===== src/rtl/owbm_pkg.sv =====
// Package for the one-wire bus master: payload structs, phase and request
// codes, configuration register indexes and reset values. No dependencies.
`timescale 1ns / 1ps
`default_nettype none
package owbm_pkg;

  localparam int unsigned BITS_PER_BYTE = 8;
  localparam int unsigned BitCntW       = $clog2(BITS_PER_BYTE + 1);
  localparam int unsigned TimeW         = 10;
  localparam int unsigned NumCfg        = 8;
  localparam int unsigned CfgIdxW       = $clog2(NumCfg);

  // fixed released time after a read sample
  localparam logic [TimeW-1:0] ReadTailTime = 10'd55;

  typedef enum logic [1:0] {
    REQ_TICK  = 2'd0,
    REQ_RESET = 2'd1,
    REQ_WRITE = 2'd2,
    REQ_READ  = 2'd3
  } req_e;

  typedef enum logic [3:0] {
    PH_IDLE      = 4'd0,
    PH_RST_LOW   = 4'd1,
    PH_RST_WAIT  = 4'd2,
    PH_RST_TAIL  = 4'd3,
    PH_SLOT_LOW  = 4'd4,
    PH_READ_WAIT = 4'd5,
    PH_SLOT_TAIL = 4'd6
  } phase_e;

  typedef enum logic [CfgIdxW-1:0] {
    CFG_RESET_LOW     = 3'd0,
    CFG_PRESENCE_WAIT = 3'd1,
    CFG_RESET_TAIL    = 3'd2,
    CFG_SHORT_LOW     = 3'd3,
    CFG_WRITE_ONE_TL  = 3'd4,
    CFG_WRITE_ZERO_LO = 3'd5,
    CFG_WRITE_ZERO_TL = 3'd6,
    CFG_READ_SAMPLE   = 3'd7
  } cfg_idx_e;

  typedef logic [NumCfg-1:0][TimeW-1:0] cfg_regs_t;

  // register 7 down to register 0
  localparam cfg_regs_t CfgReset = {10'd9, 10'd10, 10'd60, 10'd64,
                                    10'd6, 10'd410, 10'd70, 10'd480};

  typedef struct packed {
    req_e       req_type;
    logic [7:0] tx_byte;
    logic       bus_level;
  } in_item_t;

  typedef struct packed {
    logic       bus_drive_low;
    logic       busy_res;
    logic       done_res;
    logic       presence_level;
    logic [7:0] read_byte;
  } out_item_t;

endpackage
`default_nettype wire


===== src/rtl/owbm_seq.sv =====
// Bus sequencer: phase state machine, interval counter, bit counter and
// shift register. Depends on owbm_pkg.
`timescale 1ns / 1ps
`default_nettype none
module owbm_seq (
  input  wire logic               clk_i,
  input  wire logic               rst_ni,
  input  wire logic               accept_i,
  input  wire owbm_pkg::in_item_t item_i,
  input  wire owbm_pkg::cfg_regs_t cfg_i,
  output owbm_pkg::out_item_t     result_o
);

  owbm_pkg::phase_e                  phase_q, phase_d;
  owbm_pkg::req_e                    op_q, op_d;
  logic [owbm_pkg::TimeW-1:0]        time_left_q, time_left_d;
  logic [owbm_pkg::BitCntW-1:0]      bit_count_q, bit_count_d;
  logic [owbm_pkg::BitCntW-1:0]      bit_count_inc;
  logic [7:0]                        shift_q, shift_d;
  logic                              presence_q, presence_d;
  logic                              done;
  logic [owbm_pkg::TimeW-1:0]        slot_low_time;

  assign bit_count_inc = bit_count_q + 1'b1;

  // Next state
  always_comb begin
    phase_d     = phase_q;
    op_d        = op_q;
    time_left_d = time_left_q;
    bit_count_d = bit_count_q;
    shift_d     = shift_q;
    presence_d  = presence_q;
    done        = 1'b0;
    if (item_i.req_type == owbm_pkg::REQ_TICK) begin
      if (phase_q != owbm_pkg::PH_IDLE) begin
        if (time_left_q > 10'd1) begin
          time_left_d = time_left_q - 1'b1;
        end else begin
          unique case (phase_q)
            owbm_pkg::PH_RST_LOW: begin
              phase_d     = owbm_pkg::PH_RST_WAIT;
              time_left_d = cfg_i[owbm_pkg::CFG_PRESENCE_WAIT];
            end
            owbm_pkg::PH_RST_WAIT: begin
              presence_d  = item_i.bus_level;
              phase_d     = owbm_pkg::PH_RST_TAIL;
              time_left_d = cfg_i[owbm_pkg::CFG_RESET_TAIL];
            end
            owbm_pkg::PH_RST_TAIL: begin
              phase_d     = owbm_pkg::PH_IDLE;
              time_left_d = '0;
              done        = 1'b1;
            end
            owbm_pkg::PH_SLOT_LOW: begin
              if (op_q == owbm_pkg::REQ_READ) begin
                phase_d     = owbm_pkg::PH_READ_WAIT;
                time_left_d = cfg_i[owbm_pkg::CFG_READ_SAMPLE];
              end else begin
                phase_d     = owbm_pkg::PH_SLOT_TAIL;
                time_left_d = shift_q[0] ? cfg_i[owbm_pkg::CFG_WRITE_ONE_TL]
                                         : cfg_i[owbm_pkg::CFG_WRITE_ZERO_TL];
              end
            end
            owbm_pkg::PH_READ_WAIT: begin
              shift_d     = {item_i.bus_level, shift_q[7:1]};
              phase_d     = owbm_pkg::PH_SLOT_TAIL;
              time_left_d = owbm_pkg::ReadTailTime;
            end
            owbm_pkg::PH_SLOT_TAIL: begin
              if (op_q == owbm_pkg::REQ_WRITE) shift_d = {1'b0, shift_q[7:1]};
              bit_count_d = bit_count_inc;
              if (bit_count_inc >= owbm_pkg::BitCntW'(owbm_pkg::BITS_PER_BYTE)) begin
                phase_d     = owbm_pkg::PH_IDLE;
                time_left_d = '0;
                done        = 1'b1;
              end else begin
                phase_d     = owbm_pkg::PH_SLOT_LOW;
                time_left_d = slot_low_time;
              end
            end
            default: begin
              phase_d     = owbm_pkg::PH_IDLE;
              time_left_d = '0;
            end
          endcase
        end
      end
    end else if (phase_q == owbm_pkg::PH_IDLE) begin
      // start a command; a command while busy is dropped
      op_d        = item_i.req_type;
      bit_count_d = '0;
      if (item_i.req_type == owbm_pkg::REQ_RESET) begin
        phase_d     = owbm_pkg::PH_RST_LOW;
        time_left_d = cfg_i[owbm_pkg::CFG_RESET_LOW];
      end else begin
        shift_d     = (item_i.req_type == owbm_pkg::REQ_WRITE) ? item_i.tx_byte : 8'h00;
        phase_d     = owbm_pkg::PH_SLOT_LOW;
        time_left_d = slot_low_time;
      end
    end
  end

  // Low time of a new slot follows the operation and bit being sent
  always_comb begin
    if (op_d == owbm_pkg::REQ_WRITE && !shift_d[0]) begin
      slot_low_time = cfg_i[owbm_pkg::CFG_WRITE_ZERO_LO];
    end else begin
      slot_low_time = cfg_i[owbm_pkg::CFG_SHORT_LOW];
    end
  end

  // Outputs, from the state after this transfer
  always_comb begin
    result_o.bus_drive_low  = (phase_d == owbm_pkg::PH_RST_LOW) ||
                              (phase_d == owbm_pkg::PH_SLOT_LOW);
    result_o.busy_res       = (phase_d != owbm_pkg::PH_IDLE);
    result_o.done_res       = done;
    result_o.presence_level = presence_d;
    result_o.read_byte      = (op_d == owbm_pkg::REQ_READ) ? shift_d : 8'h00;
  end

  always_ff @(posedge clk_i or negedge rst_ni) begin
    if (!rst_ni) begin
      phase_q     <= owbm_pkg::PH_IDLE;
      op_q        <= owbm_pkg::REQ_TICK;
      time_left_q <= '0;
      bit_count_q <= '0;
      shift_q     <= '0;
      presence_q  <= 1'b1;
    end else if (accept_i) begin
      phase_q     <= phase_d;
      op_q        <= op_d;
      time_left_q <= time_left_d;
      bit_count_q <= bit_count_d;
      shift_q     <= shift_d;
      presence_q  <= presence_d;
    end
  end

endmodule
`default_nettype wire


===== src/rtl/one_wire_bus_master_unit.sv =====
// Top level of the one-wire bus master: configuration registers, handshake
// and result register. Depends on owbm_pkg and owbm_seq.
//
//   channel | direction | handshake               | payload
//   in      | input     | in_valid_i / in_ready_o  | in_data_i  (in_item_t)
//   out     | output    | out_valid_o / out_ready_i | out_data_o (out_item_t)
//   cfg     | input     | cfg_we_i                 | cfg_idx_i, cfg_data_i
//
// One transfer per cycle: each item updates the sequencer state in the cycle
// it is taken, and its result sits in the output register the next cycle.
// The input is taken whenever that register is empty or being drained.
// Reset clears the sequencer to idle and loads the default timings.
// A stalled output holds its result and stops further input transfers.
`timescale 1ns / 1ps
`default_nettype none
module one_wire_bus_master_unit (
  input  wire logic                           clk_i,
  input  wire logic                           rst_ni,
  input  wire logic                           in_valid_i,
  output logic                                in_ready_o,
  input  wire owbm_pkg::in_item_t             in_data_i,
  output logic                                out_valid_o,
  input  wire logic                           out_ready_i,
  output owbm_pkg::out_item_t                 out_data_o,
  input  wire logic                           cfg_we_i,
  input  wire logic [owbm_pkg::CfgIdxW-1:0]   cfg_idx_i,
  input  wire logic [owbm_pkg::TimeW-1:0]     cfg_data_i
);

  owbm_pkg::cfg_regs_t cfg_q;
  owbm_pkg::out_item_t result;
  owbm_pkg::out_item_t out_q;
  logic                out_valid_q;
  logic                accept;

  assign in_ready_o  = !out_valid_q || out_ready_i;
  assign accept      = in_valid_i && in_ready_o;
  assign out_valid_o = out_valid_q;
  assign out_data_o  = out_q;

  // Timing registers
  always_ff @(posedge clk_i or negedge rst_ni) begin
    if (!rst_ni) begin
      cfg_q <= owbm_pkg::CfgReset;
    end else if (cfg_we_i) begin
      cfg_q[cfg_idx_i] <= cfg_data_i;
    end
  end

  owbm_seq u_seq (
    .clk_i    (clk_i),
    .rst_ni   (rst_ni),
    .accept_i (accept),
    .item_i   (in_data_i),
    .cfg_i    (cfg_q),
    .result_o (result)
  );

  // Result register
  always_ff @(posedge clk_i or negedge rst_ni) begin
    if (!rst_ni) begin
      out_valid_q <= 1'b0;
    end else if (accept) begin
      out_valid_q <= 1'b1;
    end else if (out_ready_i) begin
      out_valid_q <= 1'b0;
    end
  end

  always_ff @(posedge clk_i) begin
    if (accept) out_q <= result;
  end

  a_done_not_busy : assert property (@(posedge clk_i) disable iff (!rst_ni)
    out_valid_q && out_q.done_res |-> !out_q.busy_res)
    else $error("done result still shows busy");

  a_drive_busy : assert property (@(posedge clk_i) disable iff (!rst_ni)
    out_valid_q && out_q.bus_drive_low |-> out_q.busy_res)
    else $error("bus driven low while idle");

  a_accept_gives_result : assert property (@(posedge clk_i) disable iff (!rst_ni)
    accept |=> out_valid_q)
    else $error("accepted item left no result");

  a_stall_holds : assert property (@(posedge clk_i) disable iff (!rst_ni)
    out_valid_q && !out_ready_i |=> out_valid_q && $stable(out_q))
    else $error("stalled result changed");

endmodule
`default_nettype wire

===== config.mk =====
export PLATFORM = sky130hd
export DESIGN_NAME = one_wire_bus_master_unit
export DESIGN_NICKNAME = d
export VERILOG_FILES = /design/src/rtl/owbm_pkg.sv /design/src/rtl/owbm_seq.sv /design/src/rtl/one_wire_bus_master_unit.sv
export SDC_FILE = /design/constraint.sdc
export NUM_CORES = 1
export LEC_CHECK = 0
export BUFFER_PORTS_ARGS = -buffer_cell sky130_fd_sc_hd__clkbuf_2
export CAP_MARGIN = 20
export CELL_PAD_IN_SITES_DETAIL_PLACEMENT = 1
export CELL_PAD_IN_SITES_GLOBAL_PLACEMENT = 1
export CORE_ASPECT_RATIO = 0.75
export CORE_MARGIN = 5
export CORE_UTILIZATION = 44
export CTS_CLUSTER_SIZE = 24
export DETAILED_ROUTE_END_ITERATION = 7
export GPL_TIMING_DRIVEN = 0
export PLACE_DENSITY_LB_ADDON = 0.1
export SETUP_SLACK_MARGIN = 0.3
export SYNTH_ARGS = -nofsm -noshare
export SYNTH_HDL_FRONTEND = slang
export SYNTH_SLANG_ARGS = --single-unit

===== constraint.sdc =====
create_clock -name clk_i -period 2.9 [get_ports clk_i]
set_input_delay 0.29 -clock clk_i [delete_from_list [all_inputs] [get_ports clk_i]]
set_output_delay 0.29 -clock clk_i [all_outputs]
set_load 0.02 [all_outputs]

==> impl_metrics.yaml <==
run_status:
  outcome: "complete, but fails checks"
  violations: "negative hold slack"
route:
  post_drt_wl_per_cell_um: 23.21
  dr.pass1.iters: 5
  wl_um: 20750
  remaining_drc_errors: 0
  num_vias: 5337
  antenna_left: 0
  first_iter_violations: 464
  vias_per_cell: 5.970
setup_path:
  arrival_ns: 2.87
  endpoint_kind: "flop"
  crit_chain: "buf_6 -> or4_4 -> buf_8 -> a221o_1 -> a31oi_4 -> buf_8 -> mux2i_2 -> a21oi_1"
  required_ns: 3.21
  critPathSlowestCell: "or4_4"
  ff2ff_setup_slack_ns: 0.34
  rr_startpoint: "u_seq.phase_q[2]"
  cp_num_buf_inv: 3
  worstReg2RegEnd: "u_seq.time_left_q[5]"
  reg2reg_depth: 8
  path_delay_family: "compound AO/OA/AOI/OAI gates"
  cp_max_fo: 10
  slowest_delay_ns: 0.54
  cp_common_cell: "buf_8"
  criticalPathCategory: "reg -> reg"
  start_kind: "flop"
synth:
  ys_warn_count: 0
  syn_area_per_cell_um2: 10.83
  synth_compound_area_share_pct: 17.38
  synth_nets: 634
  async_flop_share_pct: 90.16
  synth_xor_area_share_pct: 0.6729
  synth_area_leader_cell: "dfrtp_1"
  synth.yosys.seq_area_share_pct: 48.30
  synth-simple-area-share_pct: 13.13
  synth_cells: 601
  ys_top_cells_by_area: "dfrtp_1 (33%), mux2_2 (15%), dfstp_2 (9.7%)"
  synth_edf_count: 12
  synthAdderAreaFrac_pct: 0.7691
  synth_flop_cell: "dfrtp_1"
  muxShareOfSynthArea_pct: 16.84
  synth_top_family_by_area: "compound AO/OA/AOI/OAI gates"
  netlist_area_mm2: 0.006507
  yosys.area.top_type_share_pct: 33.07
  ys_ff_latch: 122
  ys_types: 61
cts:
  cts_num_sinks: 122
  cts_tree: "built"
  clock_path_buffers: 2
  cts_htree_levels: 4
  cts_buffers: 17
  root_buffer: "clkbuf_16"
  path_clk_slew_ns: 0.06
  worst_skew_pair.late_latency_ns: 0.43
global_routing:
  overflow: 0
  grt_pass1_wl_um: 31900
  grt_usage_pct: 24.49
  antenna_found_initial: 0
  grt_pass1_vias: 5322
  grt_max_degree: 111
die:
  fp.dieArea_mm2: 0.01735
  die_h_um: 115.3
  rows: 38
  core_mm2: 0.01450
  start_util_pct: 44.87
  die_x_um: 150.4
  floorplan.io_pins: 43
final_layout:
  seq_area_mm2: 0.003147
  nFillCells: 1533
  multiInputGateArea_mm2: 0.003317
  layout.nets: 714
  n_antenna_cell: 0
  area_growth_syn_to_layout_pct: 22.61
  fin_util_pct: 55.02
  drive_gt1_share_pct: 37.18
timing:
  worst_pin_slew_ns: 0.9638
  period_needed_ns: 2.563
  setup-violations-final: 0
  maxSlewHeadroom_pct: 35.39
  hold_ws_ns: -0.005317
  clock_skew_ns: 0.01015
  period_share_pct: 88.38
  final_max_slew_viol_count: 0
  timing.fmax_mhz: 390.2
  hold_viol_final: 1
  rsz0062_at_grt: "true"
placement:
  gp_congestion: 0.8541
  hpwl_um: 13760
  place.port_buffers: 39
run:
  drv_cap: 0
pwr:
  power.total_mw: 6.286
  p_leak_nw: 3.191
  p_per_area_mw_per_mm2: 787.8
  ir_worst_vdd_uv: 468.8
hold_path:
  hold_class: "in -> async"
-- power breakdown --
group	internal [mW]	leakage (nW)	switching, mW
registers	2.15	1.40	0.263
clock network	1.43	0.299	0.853
logic	0.713	1.50	0.871
-- timing repair --
| action | in CTS | in global routing |
|---|---|---|
| hold buffers | 0 | 0 |
| gates resized for setup | 28 | 29 |
| endpoints found under the setup margin | 31 | 21 |
| pin swaps | 2 | 8 |
| setup buffers | 9 | 10 |
| hold endpoints to repair | 0 | 0 |
| gates cloned | 0 | 1 |
-- stage by stage --
stage          setup WS (ns)  setup TNS, ns  instance area (um^2)  instances
5_1_grt               0.2895              0                  7979        894
4_1_cts               0.3299              0                  7747        881
6_report              0.3370              0                  7979        894
3_3_place_gp         -0.2756         -2.279                  6955        840
3_5_place_dp         -0.3247         -2.403                  6969        840
2_1_floorplan         0.3598              0                  6510        601
-- placed cells by master (no fill, tap or decap), drive strengths merged, types with 10 or more instances in the layout --
master and n:
a22o 10, nand2 42, buf 31, a21oi 37
a211oi 12, o22ai 15, dfrtp 86, clkbuf 86
nor2 28, nor3b 11, dfstp 24, edfxtp 12
nor2b 15, mux2i 15, o21ai 38, mux2 84
inv 12, nand3 11
-- synth_stat cells (all sizes together), types with 11 or more instances --
cell type and count:
o22ai 15, clkbuf 28, o21ai 38, mux2 84
nand3 11, dfrtp 86, a21oi 37, a211oi 12
dfstp 24, nor3b 11, nand2 42, nor2b 15
edfxtp 12, nor2 28, mux2i 15
-- layer usage --
metal / global-route usage (%) / wire length (um) / up-vias
li1: - / - / 2411
met1: 37.32 / 9879 / 2743
met2: 35.17 / 9328 / 158
met3: 6.068 / 1289 / 25
met4: 5.484 / 248 / 0
met5: 0 / 0 / -
-- worst reg2reg max path: stages, from the launching register on --
cell and delay, ns:
dfrtp_1 0.37, buf_6 0.13, or4_4 0.54, buf_8 0.15, a221o_1 0.39, a31oi_4 0.28
buf_8 0.20, mux2i_2 0.27, a21oi_1 0.10
-- flip-flops by register name, indices dropped and copies added (netlist names) --
register	count
u_seq.bit_count_q	4
u_seq.op_q	2
u_seq.presence_q	1
out_data_o	12
u_seq.phase_q	4
cfg_q	80
out_valid_o	1
u_seq.shift_q	8
u_seq.time_left_q	10
-- final cells by class --
class,instances,share of cell area (%)
well taps,200,3.136
flip-flops and latches,122,39.44
plain buffers,36,2.540
clock inverters,12,2.023
clock buffers,20,5.865
repair buffers,61,4.940
multi-input cells,434,41.57
inverters,9,0.4861
-- cells by family after synthesis --
logic type / Yosys count
compound gates: 169
xor+xnor: 5
fa+ha+maj: 4
buf+inv: 45
flops: 122
mux: 99
simple gates: 157
-- worst max-delay path by stage --
stage	startpoint	endpoint	slack [ns]	depth (start not counted)
finish	u_seq.phase_q[2]	u_seq.time_left_q[5]	0.34	8
global route	u_seq.phase_q[2]	u_seq.time_left_q[7]	0.29	11
CTS	u_seq.phase_q[0]	u_seq.time_left_q[7]	0.33	10
detailed placement	in_data_i[10]	u_seq.time_left_q[3]	-0.32	12
global placement	in_data_i[10]	u_seq.time_left_q[3]	-0.28	12
floorplan	u_seq.phase_q[0]	u_seq.time_left_q[3]	0.36	11
Note: power is estimated with default switching activity, not from simulation.
